==> src/rtl/nfsa_pkg.sv <==
// shared types and constants for the next-fit slot allocator
`default_nettype none

package nfsa_pkg;

  localparam int SLOT_COUNT_DEFAULT = 64;

  localparam int SLOT_W   = 6;
  localparam int HANDLE_W = 32;
  localparam int FLAGS_W  = 16;

  // slot, handle and flags packed from bit 0, padded to whole bytes
  localparam int FIELDS_W = SLOT_W + HANDLE_W + FLAGS_W;
  localparam int TDATA_W  = ((FIELDS_W + 7) / 8) * 8;
  localparam int PAD_W    = TDATA_W - FIELDS_W;

  typedef enum logic [1:0] {
    OP_ALLOC   = 2'd0,
    OP_RELEASE = 2'd1,
    OP_UPDATE  = 2'd2,
    OP_READ    = 2'd3
  } op_t;

endpackage

`default_nettype wire

==> src/rtl/next_fit_slot_allocator_unit.sv <==
// next-fit slot allocator: slot table memory, scan sequencer and output register
//
// channel   dir  tdata (lsb first)                          tuser
// s_*       in   slot_index, owner_handle, slot_flags, pad  operation
// m_*       out  result_slot, stored_handle, stored_flags   table_full
//
// allocate scans the table from accept to result: the scan reads
// one slot per cycle through the table's single read port, starting at the
// next-fit pointer. release, update and read pass through ST_ACCESS; an
// out-of-range slot goes straight to ST_FINISH. after reset a clearing pass
// zeroes every handle; no word is accepted meanwhile. a result held by m_tready
// stalls the unit before its next result; the next input word may already be taken.
`default_nettype none

module next_fit_slot_allocator_unit
  import nfsa_pkg::*;
#(
  parameter int SLOT_COUNT = SLOT_COUNT_DEFAULT
) (
  input  wire logic               clk,
  input  wire logic               rst,
  input  wire logic               s_tvalid,
  output logic                    s_tready,
  input  wire logic [TDATA_W-1:0] s_tdata,  // slot_index, owner_handle, slot_flags, pad
  input  wire logic [1:0]         s_tuser,  // operation
  output logic                    m_tvalid,
  input  wire logic               m_tready,
  output logic [TDATA_W-1:0]      m_tdata,  // result_slot, stored_handle, stored_flags, pad
  output logic [0:0]              m_tuser   // table_full
);

  localparam int IW = $clog2(SLOT_COUNT);
  localparam logic [IW-1:0] LAST = IW'(SLOT_COUNT - 1);

  typedef enum logic [2:0] {
    ST_CLEAR,
    ST_IDLE,
    ST_SCAN,
    ST_ACCESS,
    ST_FINISH
  } state_t;

  state_t state;

  // input word fields
  logic [SLOT_W-1:0]   in_slot;
  logic [HANDLE_W-1:0] in_handle;
  logic [FLAGS_W-1:0]  in_flags;
  op_t                 in_op;
  logic [IW-1:0]       in_idx;
  logic                in_range;
  logic                s_accept;

  assign in_slot   = s_tdata[SLOT_W-1:0];
  assign in_handle = s_tdata[SLOT_W +: HANDLE_W];
  assign in_flags  = s_tdata[SLOT_W+HANDLE_W +: FLAGS_W];
  assign in_op     = op_t'(s_tuser);
  assign in_idx    = IW'(in_slot);
  assign in_range  = 32'(in_slot) < 32'(SLOT_COUNT);
  assign s_tready  = (state == ST_IDLE);
  assign s_accept  = s_tvalid && s_tready;

  // latched request
  op_t                 op_q;
  logic [IW-1:0]       idx_q;
  logic [HANDLE_W-1:0] handle_q;
  logic [FLAGS_W-1:0]  flags_q;

  // sequencer registers
  logic [IW-1:0] ptr;           // scan position, also the clear address
  logic [IW-1:0] seen;          // slots checked in this lap
  logic [IW-1:0] search_start;  // next-fit pointer
  logic [IW-1:0] ptr_inc;

  assign ptr_inc = (ptr == LAST) ? '0 : ptr + IW'(1);

  // result staging
  logic [SLOT_W-1:0]   res_slot;
  logic [HANDLE_W-1:0] res_handle;
  logic [FLAGS_W-1:0]  res_flags;
  logic                res_full;

  // slot table
  logic [HANDLE_W-1:0] handle_mem [SLOT_COUNT];
  logic [FLAGS_W-1:0]  flag_mem   [SLOT_COUNT];
  logic [HANDLE_W-1:0] rd_handle;
  logic [FLAGS_W-1:0]  rd_flags;
  logic                rd_en;
  logic [IW-1:0]       rd_addr;
  logic                wr_en;
  logic                wr_flag_en;
  logic [IW-1:0]       wr_addr;
  logic [HANDLE_W-1:0] wr_handle;
  logic                scan_hit;

  assign scan_hit = (rd_handle == '0);

  always_comb begin
    rd_en      = 1'b0;
    rd_addr    = search_start;
    wr_en      = 1'b0;
    wr_flag_en = 1'b0;
    wr_addr    = ptr;
    wr_handle  = handle_q;
    unique case (state)
      ST_CLEAR: begin
        wr_en     = 1'b1;
        wr_handle = '0;
      end
      ST_IDLE: begin
        rd_en   = s_accept;
        rd_addr = (in_op == OP_ALLOC) ? search_start : in_idx;
      end
      ST_SCAN: begin
        if (scan_hit) begin
          wr_en      = 1'b1;
          wr_flag_en = 1'b1;
        end else begin
          rd_en   = 1'b1;
          rd_addr = ptr_inc;
        end
      end
      ST_ACCESS: begin
        wr_addr   = idx_q;
        wr_en     = (op_q == OP_RELEASE) || (op_q == OP_UPDATE);
        wr_handle = (op_q == OP_RELEASE) ? '0 : handle_q;
      end
      default: ;
    endcase
  end

  always_ff @(posedge clk) begin
    if (wr_en) begin
      handle_mem[wr_addr] <= wr_handle;
    end
    if (wr_flag_en) begin
      flag_mem[wr_addr] <= flags_q;
    end
    if (rd_en) begin
      rd_handle <= handle_mem[rd_addr];
      rd_flags  <= flag_mem[rd_addr];
    end
  end

  always_ff @(posedge clk) begin
    if (rst) begin
      state        <= ST_CLEAR;
      ptr          <= '0;
      search_start <= '0;
      m_tvalid     <= 1'b0;
    end else begin
      // in ST_FINISH the output register is handled below
      if (m_tvalid && m_tready && state != ST_FINISH) begin
        m_tvalid <= 1'b0;
      end
      unique case (state)
        ST_CLEAR: begin
          ptr <= ptr_inc;
          if (ptr == LAST) begin
            state <= ST_IDLE;
          end
        end
        ST_IDLE: begin
          if (s_accept) begin
            op_q     <= in_op;
            idx_q    <= in_idx;
            handle_q <= in_handle;
            flags_q  <= in_flags;
            res_slot <= in_slot;
            res_full <= 1'b0;
            if (in_op == OP_ALLOC) begin
              ptr   <= search_start;
              seen  <= '0;
              state <= ST_SCAN;
            end else if (!in_range) begin
              res_handle <= '0;
              res_flags  <= '0;
              state      <= ST_FINISH;
            end else begin
              state <= ST_ACCESS;
            end
          end
        end
        ST_SCAN: begin
          if (scan_hit) begin
            search_start <= ptr;
            res_slot     <= SLOT_W'(ptr);
            res_handle   <= handle_q;
            res_flags    <= flags_q;
            state        <= ST_FINISH;
          end else if (seen == LAST) begin
            // full lap without a free slot
            res_slot   <= SLOT_W'(search_start);
            res_handle <= '0;
            res_flags  <= '0;
            res_full   <= 1'b1;
            state      <= ST_FINISH;
          end else begin
            ptr  <= ptr_inc;
            seen <= seen + IW'(1);
          end
        end
        ST_ACCESS: begin
          unique case (op_q)
            OP_RELEASE: res_handle <= '0;
            OP_UPDATE:  res_handle <= handle_q;
            default:    res_handle <= rd_handle;
          endcase
          res_flags <= rd_flags;
          state     <= ST_FINISH;
        end
        ST_FINISH: begin
          if (!m_tvalid || m_tready) begin
            m_tvalid <= 1'b1;
            m_tdata  <= {PAD_W'(0), res_flags, res_handle, res_slot};
            m_tuser  <= res_full;
            state    <= ST_IDLE;
          end
        end
        default: state <= ST_IDLE;
      endcase
    end
  end

  // a full result never carries a handle
  assert property (@(posedge clk) disable iff (rst)
    (m_tvalid && m_tuser[0]) |-> (m_tdata[SLOT_W +: HANDLE_W] == '0))
    else $error("full result with nonzero handle");

  // a hit during the scan leaves the pointer on that slot
  assert property (@(posedge clk) disable iff (rst)
    (state == ST_SCAN && scan_hit) |=> (search_start == $past(ptr)))
    else $error("next-fit pointer not moved to allocated slot");

  // the pointer always addresses a slot of the table
  assert property (@(posedge clk) disable iff (rst)
    32'(search_start) < 32'(SLOT_COUNT))
    else $error("next-fit pointer out of range");

  // the clearing pass accepts no word
  assert property (@(posedge clk) disable iff (rst)
    (state == ST_CLEAR) |-> !s_tready)
    else $error("input taken during clearing pass");

endmodule

`default_nettype wire

==> config.mk <==
export PLATFORM = sky130hd
export DESIGN_NAME = next_fit_slot_allocator_unit
export DESIGN_NICKNAME = d
export VERILOG_FILES = /design/src/rtl/nfsa_pkg.sv /design/src/rtl/next_fit_slot_allocator_unit.sv
export SDC_FILE = /design/constraint.sdc
export NUM_CORES = 2
export LEC_CHECK = 0
export BUFFER_PORTS_ARGS = -buffer_cell sky130_fd_sc_hd__buf_4
export CAP_MARGIN = 20
export CORE_UTILIZATION = 25
export CTS_CLUSTER_DIAMETER = 120
export CTS_CLUSTER_SIZE = 14
export DETAILED_ROUTE_END_ITERATION = 16
export PLACE_DENSITY_LB_ADDON = 0.05
export SETUP_SLACK_MARGIN = 0.15
export SKIP_CTS_REPAIR_TIMING = 1
export SLEW_MARGIN = 20
export SYNTH_ARGS = -nofsm -noshare
export SYNTH_HDL_FRONTEND = slang
export SYNTH_SLANG_ARGS = --single-unit
export TNS_END_PERCENT = 20
==> constraint.sdc <==
create_clock -name clk -period 16.7 [get_ports clk]
set_input_delay 1.67 -clock clk [delete_from_list [all_inputs] [get_ports clk]]
set_output_delay 1.67 -clock clk [all_outputs]
set_load 0.005 [all_outputs]
==> PnR_summary.wiki <==
{| class="wikitable"
! Metric !! Value
|-
| Post-CTS clock slew at the launch and capture registers of the worst setup and hold paths || 0.07 ns
|-
| Overall power after layout || 21,900 uW
|-
| Filler instances || 52,200
|-
| Count of standard-cell rows || 264
|-
| Ratio of total power to cell area || 148 mW/mm^2
|-
| Final setup viols || 0
|-
| Worst Setup Path Type || flip-flop to flip-flop
|-
| Share of layout cells above drive strength 1 || 9.44%
|-
| Total global routing overflow || 0
|-
| Register bit count reported by yosys || 3,308
|-
| Largest stage delay on the critical path || 0.95 ns
|-
| Total leakage power || 0.0487 uW
|-
| Internal power of the cells || 14,300 uW
|-
| 1st-iter DRT viols || around 7,400
|-
| Max cap viols || 0
|-
| Critical Path Start Type || flip-flop
|-
| Largest net degree at the start of global routing || 158
|-
| Most frequent CP cell || sky130_fd_sc_hd__buf_4
|-
| Final standard cell count with taps included and fillers excluded || ~17,000
|-
| Master cell of the clock root buffer || sky130_fd_sc_hd__clkbuf_16
|-
| Data required time at the worst endpoint || 17.48 ns
|-
| Synthesized area divided by synthesized cell count || 13.1 sq um
|-
| Maximum operating frequency || 122 MHz
|-
| Register share of total power || 46.2%
|-
| Count of synthesis-stage warnings from yosys || 0
|-
| Critical path, cell by cell || nor4_1, buf_4, nand4_1, o211ai_1, o2111a_4, buf_4, buf_4, buf_4, nand2_1, nand3_1, a21oi_1, nor4_1, buf_4, o2111a_1
|-
| Worst voltage drop across the vdd grid || slightly above 0.00009 V
|-
| Destination of the worst hold path || m_tdata[41]$_DFFE_PP_
|-
| Type of destination of the critical path || flip-flop
|-
| Drt via density || between 4 and 5
|-
| Number of routed nets with antenna violations || 0
|-
| CTS max path bufs || 4
|-
| Final layout net count || 10,100
|-
| Hold Vio Cnt, Final || 0
|-
| Number of flops mapped to enable cells by yosys || 3,292
|-
| Number of antenna violations at the first check in global routing || 37
|-
| Initial core utilization || 25.2%
|-
| Chip Width || 724 microns
|-
| Placed cell areas || 0.141 sq mm
|-
| Beginning of the worst hold path || res_flags[3]$_DFFE_PP_
|-
| H-tree level count || 5
|-
| Die area || 0.524 sq mm
|-
| Critical-path top delay cell || sky130_fd_sc_hd__nor4_1
|-
| Sequential cell area fraction in the yosys report || 76.1%
|-
| Unrepaired setup endpoints after global routing || no
|-
| Count of buffer and inverter cells on the critical path || 5
|-
| Overall via count from detail_route || 81,400
|-
| Global-route wire length before repair || 683,000 microns
|-
| Shortest clock period the worst path allows after layout || between 8 and 9 ns
|-
| First-pass detailed-route iteration total || 6
|-
| Commonest register cell after synthesis || sky130_fd_sc_hd__edfxtp_1
|-
| Status || finished, final reports clean
|-
| Final total negative setup slack || 0 ns
|-
| Core footprint || 0.518 sq mm
|-
| Post-route DRC || 0
|-
| End of the worst register-to-register path || rd_handle[28]$_DFFE_PP_
|-
| Count of cells along the worst hold path || 0
|-
| Synthesis-to-layout area growth || 13.9%
|-
| Number of instances in the synthesized netlist || ~10,000
|-
| Reg-to-reg setup timing slack || 8.52 ns
|-
| Dpl hpwl || ~280,000 microns
|-
| Fraction of registers with async set/reset || 0%
|-
| Clock sinks || around 3,300
|-
| Net load switching power || around 7600 uW
|-
| CTS tree || yes
|-
| Distinct cell type count after synthesis || 74
|-
| Min-Delay Path Class || flip-flop to flip-flop
|-
| Crit Reg-Reg Startpoint || rd_handle[16]$_DFFE_PP_
|-
| Fin Clk Skew || 0.0635 ns
|-
| Reg2reg path depth || 14
|-
| Proportion of power drawn by the clock network || about 28%
|-
| Combinational share of power || 25.7%
|-
| Critical path arrival || 8.97 ns
|-
| Placed cells || 16,600
|-
| Fraction of power spent switching nets || 34.8%
|-
| Share of the cycle needed by the critical path after routing || a little under 50%
|-
| Clock latency on the worst-skew pair || between 0.9 and 1 ns
|-
| Maximum fanout along the worst path || 73
|-
| Per-cell routed wire length || 29.6 microns
|-
| Syn Std Cell Area || 0.130 sq mm
|-
| Tightest slew margin relative to the limit || 16.8%
|-
| Layout Cell Area excl Fill || roughly 0.15 sq mm
|-
| Weighted congestion reported at the end of routability-driven placement || 0.739
|-
| Ports placed on the boundary || between 100 and 150
|-
| Worst path top cell family by delay || buffers and inverters
|-
| Vias in the first global route || between 70,000 and 80,000
|-
| Port-buffer cells || about 120
|-
| Die height || approximately 720 microns
|-
| Final core area utilization || between 20% and 30%
|-
| Num CTS Buffers || 275
|-
| Total GRT Usage || 18.7%
|-
| Total length of routed wires || 503,000 microns
|-
| Number of slew-limit violations in the final report || 0
|-
| Transition time at the pin with the least slew margin || 1.25 ns
|}
==> cell usage in the layout, fill, tap and decap left out, types with 6 or more instances in the layout <==
master / count
sky130_fd_sc_hd__mux4_2: 12
sky130_fd_sc_hd__nand3_1: 1467
sky130_fd_sc_hd__mux2i_1: 18
sky130_fd_sc_hd__a31oi_1: 114
sky130_fd_sc_hd__nand2_1: 3110
sky130_fd_sc_hd__nor3_1: 7
sky130_fd_sc_hd__a22o_1: 35
sky130_fd_sc_hd__clkbuf_16: 283
sky130_fd_sc_hd__edfxtp_1: 3292
sky130_fd_sc_hd__o21ai_0: 32
sky130_fd_sc_hd__clkinv_8: 6
sky130_fd_sc_hd__a32oi_1: 49
sky130_fd_sc_hd__nor4_2: 28
sky130_fd_sc_hd__nor2_4: 68
sky130_fd_sc_hd__a21boi_1: 8
sky130_fd_sc_hd__nor2b_4: 34
sky130_fd_sc_hd__inv_6: 8
sky130_fd_sc_hd__a21oi_1: 266
sky130_fd_sc_hd__buf_12: 18
sky130_fd_sc_hd__clkbuf_1: 18
sky130_fd_sc_hd__and3_1: 113
sky130_fd_sc_hd__nand3b_1: 8
sky130_fd_sc_hd__a21boi_0: 76
sky130_fd_sc_hd__o2111a_1: 45
sky130_fd_sc_hd__buf_4: 441
sky130_fd_sc_hd__nand4_1: 13
sky130_fd_sc_hd__diode_2: 17
sky130_fd_sc_hd__nor4_1: 66
sky130_fd_sc_hd__a311oi_1: 148
sky130_fd_sc_hd__nor2_1: 118
sky130_fd_sc_hd__a221oi_1: 8
sky130_fd_sc_hd__dfxtp_1: 16
==> per-layer routing <==
| metal | share of wire [%] | GRT usage (%) |
|---|---|---|
| met1 | 48 | 27.7 |
| met5 | 0 | 0 |
| met2 | 45 | 29.7 |
| met3 | 4.6 | 2.37 |
| met4 | 1.5 | 2.81 |
==> cell type report <==
type                    instances  area [sq um]  share of cell area [%]
clock buffers                 301          7150                    4.81
flip-flops and latches       3308         99200                    66.8
multi-input cells            5953         29400                    19.8
repair buffers                464          3730                    2.51
well taps                    6916          8650                    5.83
diodes                         17          42.5                  0.0286
clock inverters                21           335                   0.226
inverters                       5          18.8                  0.0126
==> state kept, by name, summed over array words and instances (netlist names), 2 cells and up <==
| signal | count |
|---|---|
| handle_mem | 2048 |
| flag_mem | 1024 |
| m_tdata | 54 |
| handle_q | 32 |
| rd_handle | 32 |
| res_handle | 32 |
| flags_q | 16 |
| rd_flags | 16 |
| res_flags | 16 |
| idx_q | 6 |
| ptr | 6 |
| res_slot | 6 |
| search_start | 6 |
| seen | 6 |
| state | 3 |
| op_q | 2 |
==> power by group through the flow <==
stage	combinational (uW)	clock, uW	sequential [uW]
6_report	5620	6170	10100
5_1_grt	6110	6650	10100
4_1_cts	5820	6420	10100
3_5_place_dp	5800	0	10300
3_3_place_gp	5750	0	10300
2_1_floorplan	2910	0	10300
==> worst register-to-register path: cells and delay by family, from the launching register on <==
family,cells,cell delay [ns]
flip-flops,1,0.70
AO/OA/AOI/OAI,4,1.83
buffers and inverters,5,2.89
AND/OR/NAND/NOR,5,2.59
==> synth_stat cells (5+ instances only) <==
| library cell | n | area (sq um) |
|---|---|---|
| sky130_fd_sc_hd__dfxtp_1 | 16 | 320 |
| sky130_fd_sc_hd__a311oi_1 | 149 | 1310 |
| sky130_fd_sc_hd__nand3b_1 | 8 | 60.1 |
| sky130_fd_sc_hd__mux2i_1 | 18 | 180 |
| sky130_fd_sc_hd__a211oi_1 | 5 | 37.5 |
| sky130_fd_sc_hd__and3_1 | 113 | 707 |
| sky130_fd_sc_hd__nand3_1 | 1469 | 7350 |
| sky130_fd_sc_hd__a31oi_1 | 114 | 713 |
| sky130_fd_sc_hd__nand4_1 | 13 | 81.3 |
| sky130_fd_sc_hd__a32oi_1 | 49 | 429 |
| sky130_fd_sc_hd__nor2b_1 | 38 | 238 |
| sky130_fd_sc_hd__o2111a_1 | 46 | 518 |
| sky130_fd_sc_hd__clkbuf_1 | 252 | 946 |
| sky130_fd_sc_hd__a21boi_0 | 76 | 571 |
| sky130_fd_sc_hd__buf_4 | 18 | 135 |
| sky130_fd_sc_hd__edfxtp_1 | 3292 | 98900 |
| sky130_fd_sc_hd__a21boi_1 | 8 | 60.1 |
| sky130_fd_sc_hd__nor4_1 | 97 | 607 |
| sky130_fd_sc_hd__buf_2 | 328 | 1640 |
| sky130_fd_sc_hd__nor2_1 | 187 | 702 |
| sky130_fd_sc_hd__o21ai_0 | 32 | 160 |
| sky130_fd_sc_hd__buf_6 | 5 | 56.3 |
| sky130_fd_sc_hd__buf_1 | 50 | 188 |
| sky130_fd_sc_hd__mux4_2 | 12 | 270 |
| sky130_fd_sc_hd__nand2_1 | 3115 | 11700 |
| sky130_fd_sc_hd__a221oi_1 | 8 | 70.1 |
| sky130_fd_sc_hd__nand2b_1 | 5 | 31.3 |
| sky130_fd_sc_hd__a22o_1 | 35 | 307 |
| sky130_fd_sc_hd__a21oi_1 | 267 | 1340 |
| sky130_fd_sc_hd__nor3_1 | 9 | 45.0 |
==> logic make-up (layout without fill, tap and decap cells) <==
| kind of cell | Yosys count | after routing | synth area share [%] |
|---|---|---|---|
| simple gates | 5080 | 5080 | 16.7 |
| mux | 32 | 32 | 0.363 |
| buf+inv | 658 | 791 | 2.29 |
| fa+ha+maj | 4 | 4 | 0.0384 |
| xor+xnor | 6 | 6 | 0.0403 |
| compound gates | 829 | 829 | 4.52 |
| flops | 3308 | 3308 | 76.1 |
| other cells | 1 | 19 | 0.00288 |
==> stage by stage <==
step / setup WS [ns] / hold slack (ns)
2_1_floorplan: 10.51 / 0.400
3_3_place_gp: 8.28 / 0.404
3_5_place_dp: 8.21 / 0.405
4_1_cts: 8.18 / 0.407
5_1_grt: 8.17 / 0.419
6_report: 8.52 / 0.414
==> worst max path at each step <==
stage / startpoint / end / slack [ns] / cells after the start
after CTS: rd_handle[30]$_DFFE_PP_ / rd_handle[28]$_DFFE_PP_ / 8.18 / 13
after floorplan: rst / m_tdata[0]$_DFFE_PP_ / 10.51 / 2
after global routing: rd_handle[30]$_DFFE_PP_ / rd_handle[28]$_DFFE_PP_ / 8.17 / 13
after global placement: rd_handle[30]$_DFFE_PP_ / rd_handle[28]$_DFFE_PP_ / 8.28 / 13
after detailed placement: rd_handle[30]$_DFFE_PP_ / rd_handle[28]$_DFFE_PP_ / 8.21 / 13
final: rd_handle[16]$_DFFE_PP_ / rd_handle[28]$_DFFE_PP_ / 8.52 / 14
Note: power is estimated with default switching activity, not from simulation.
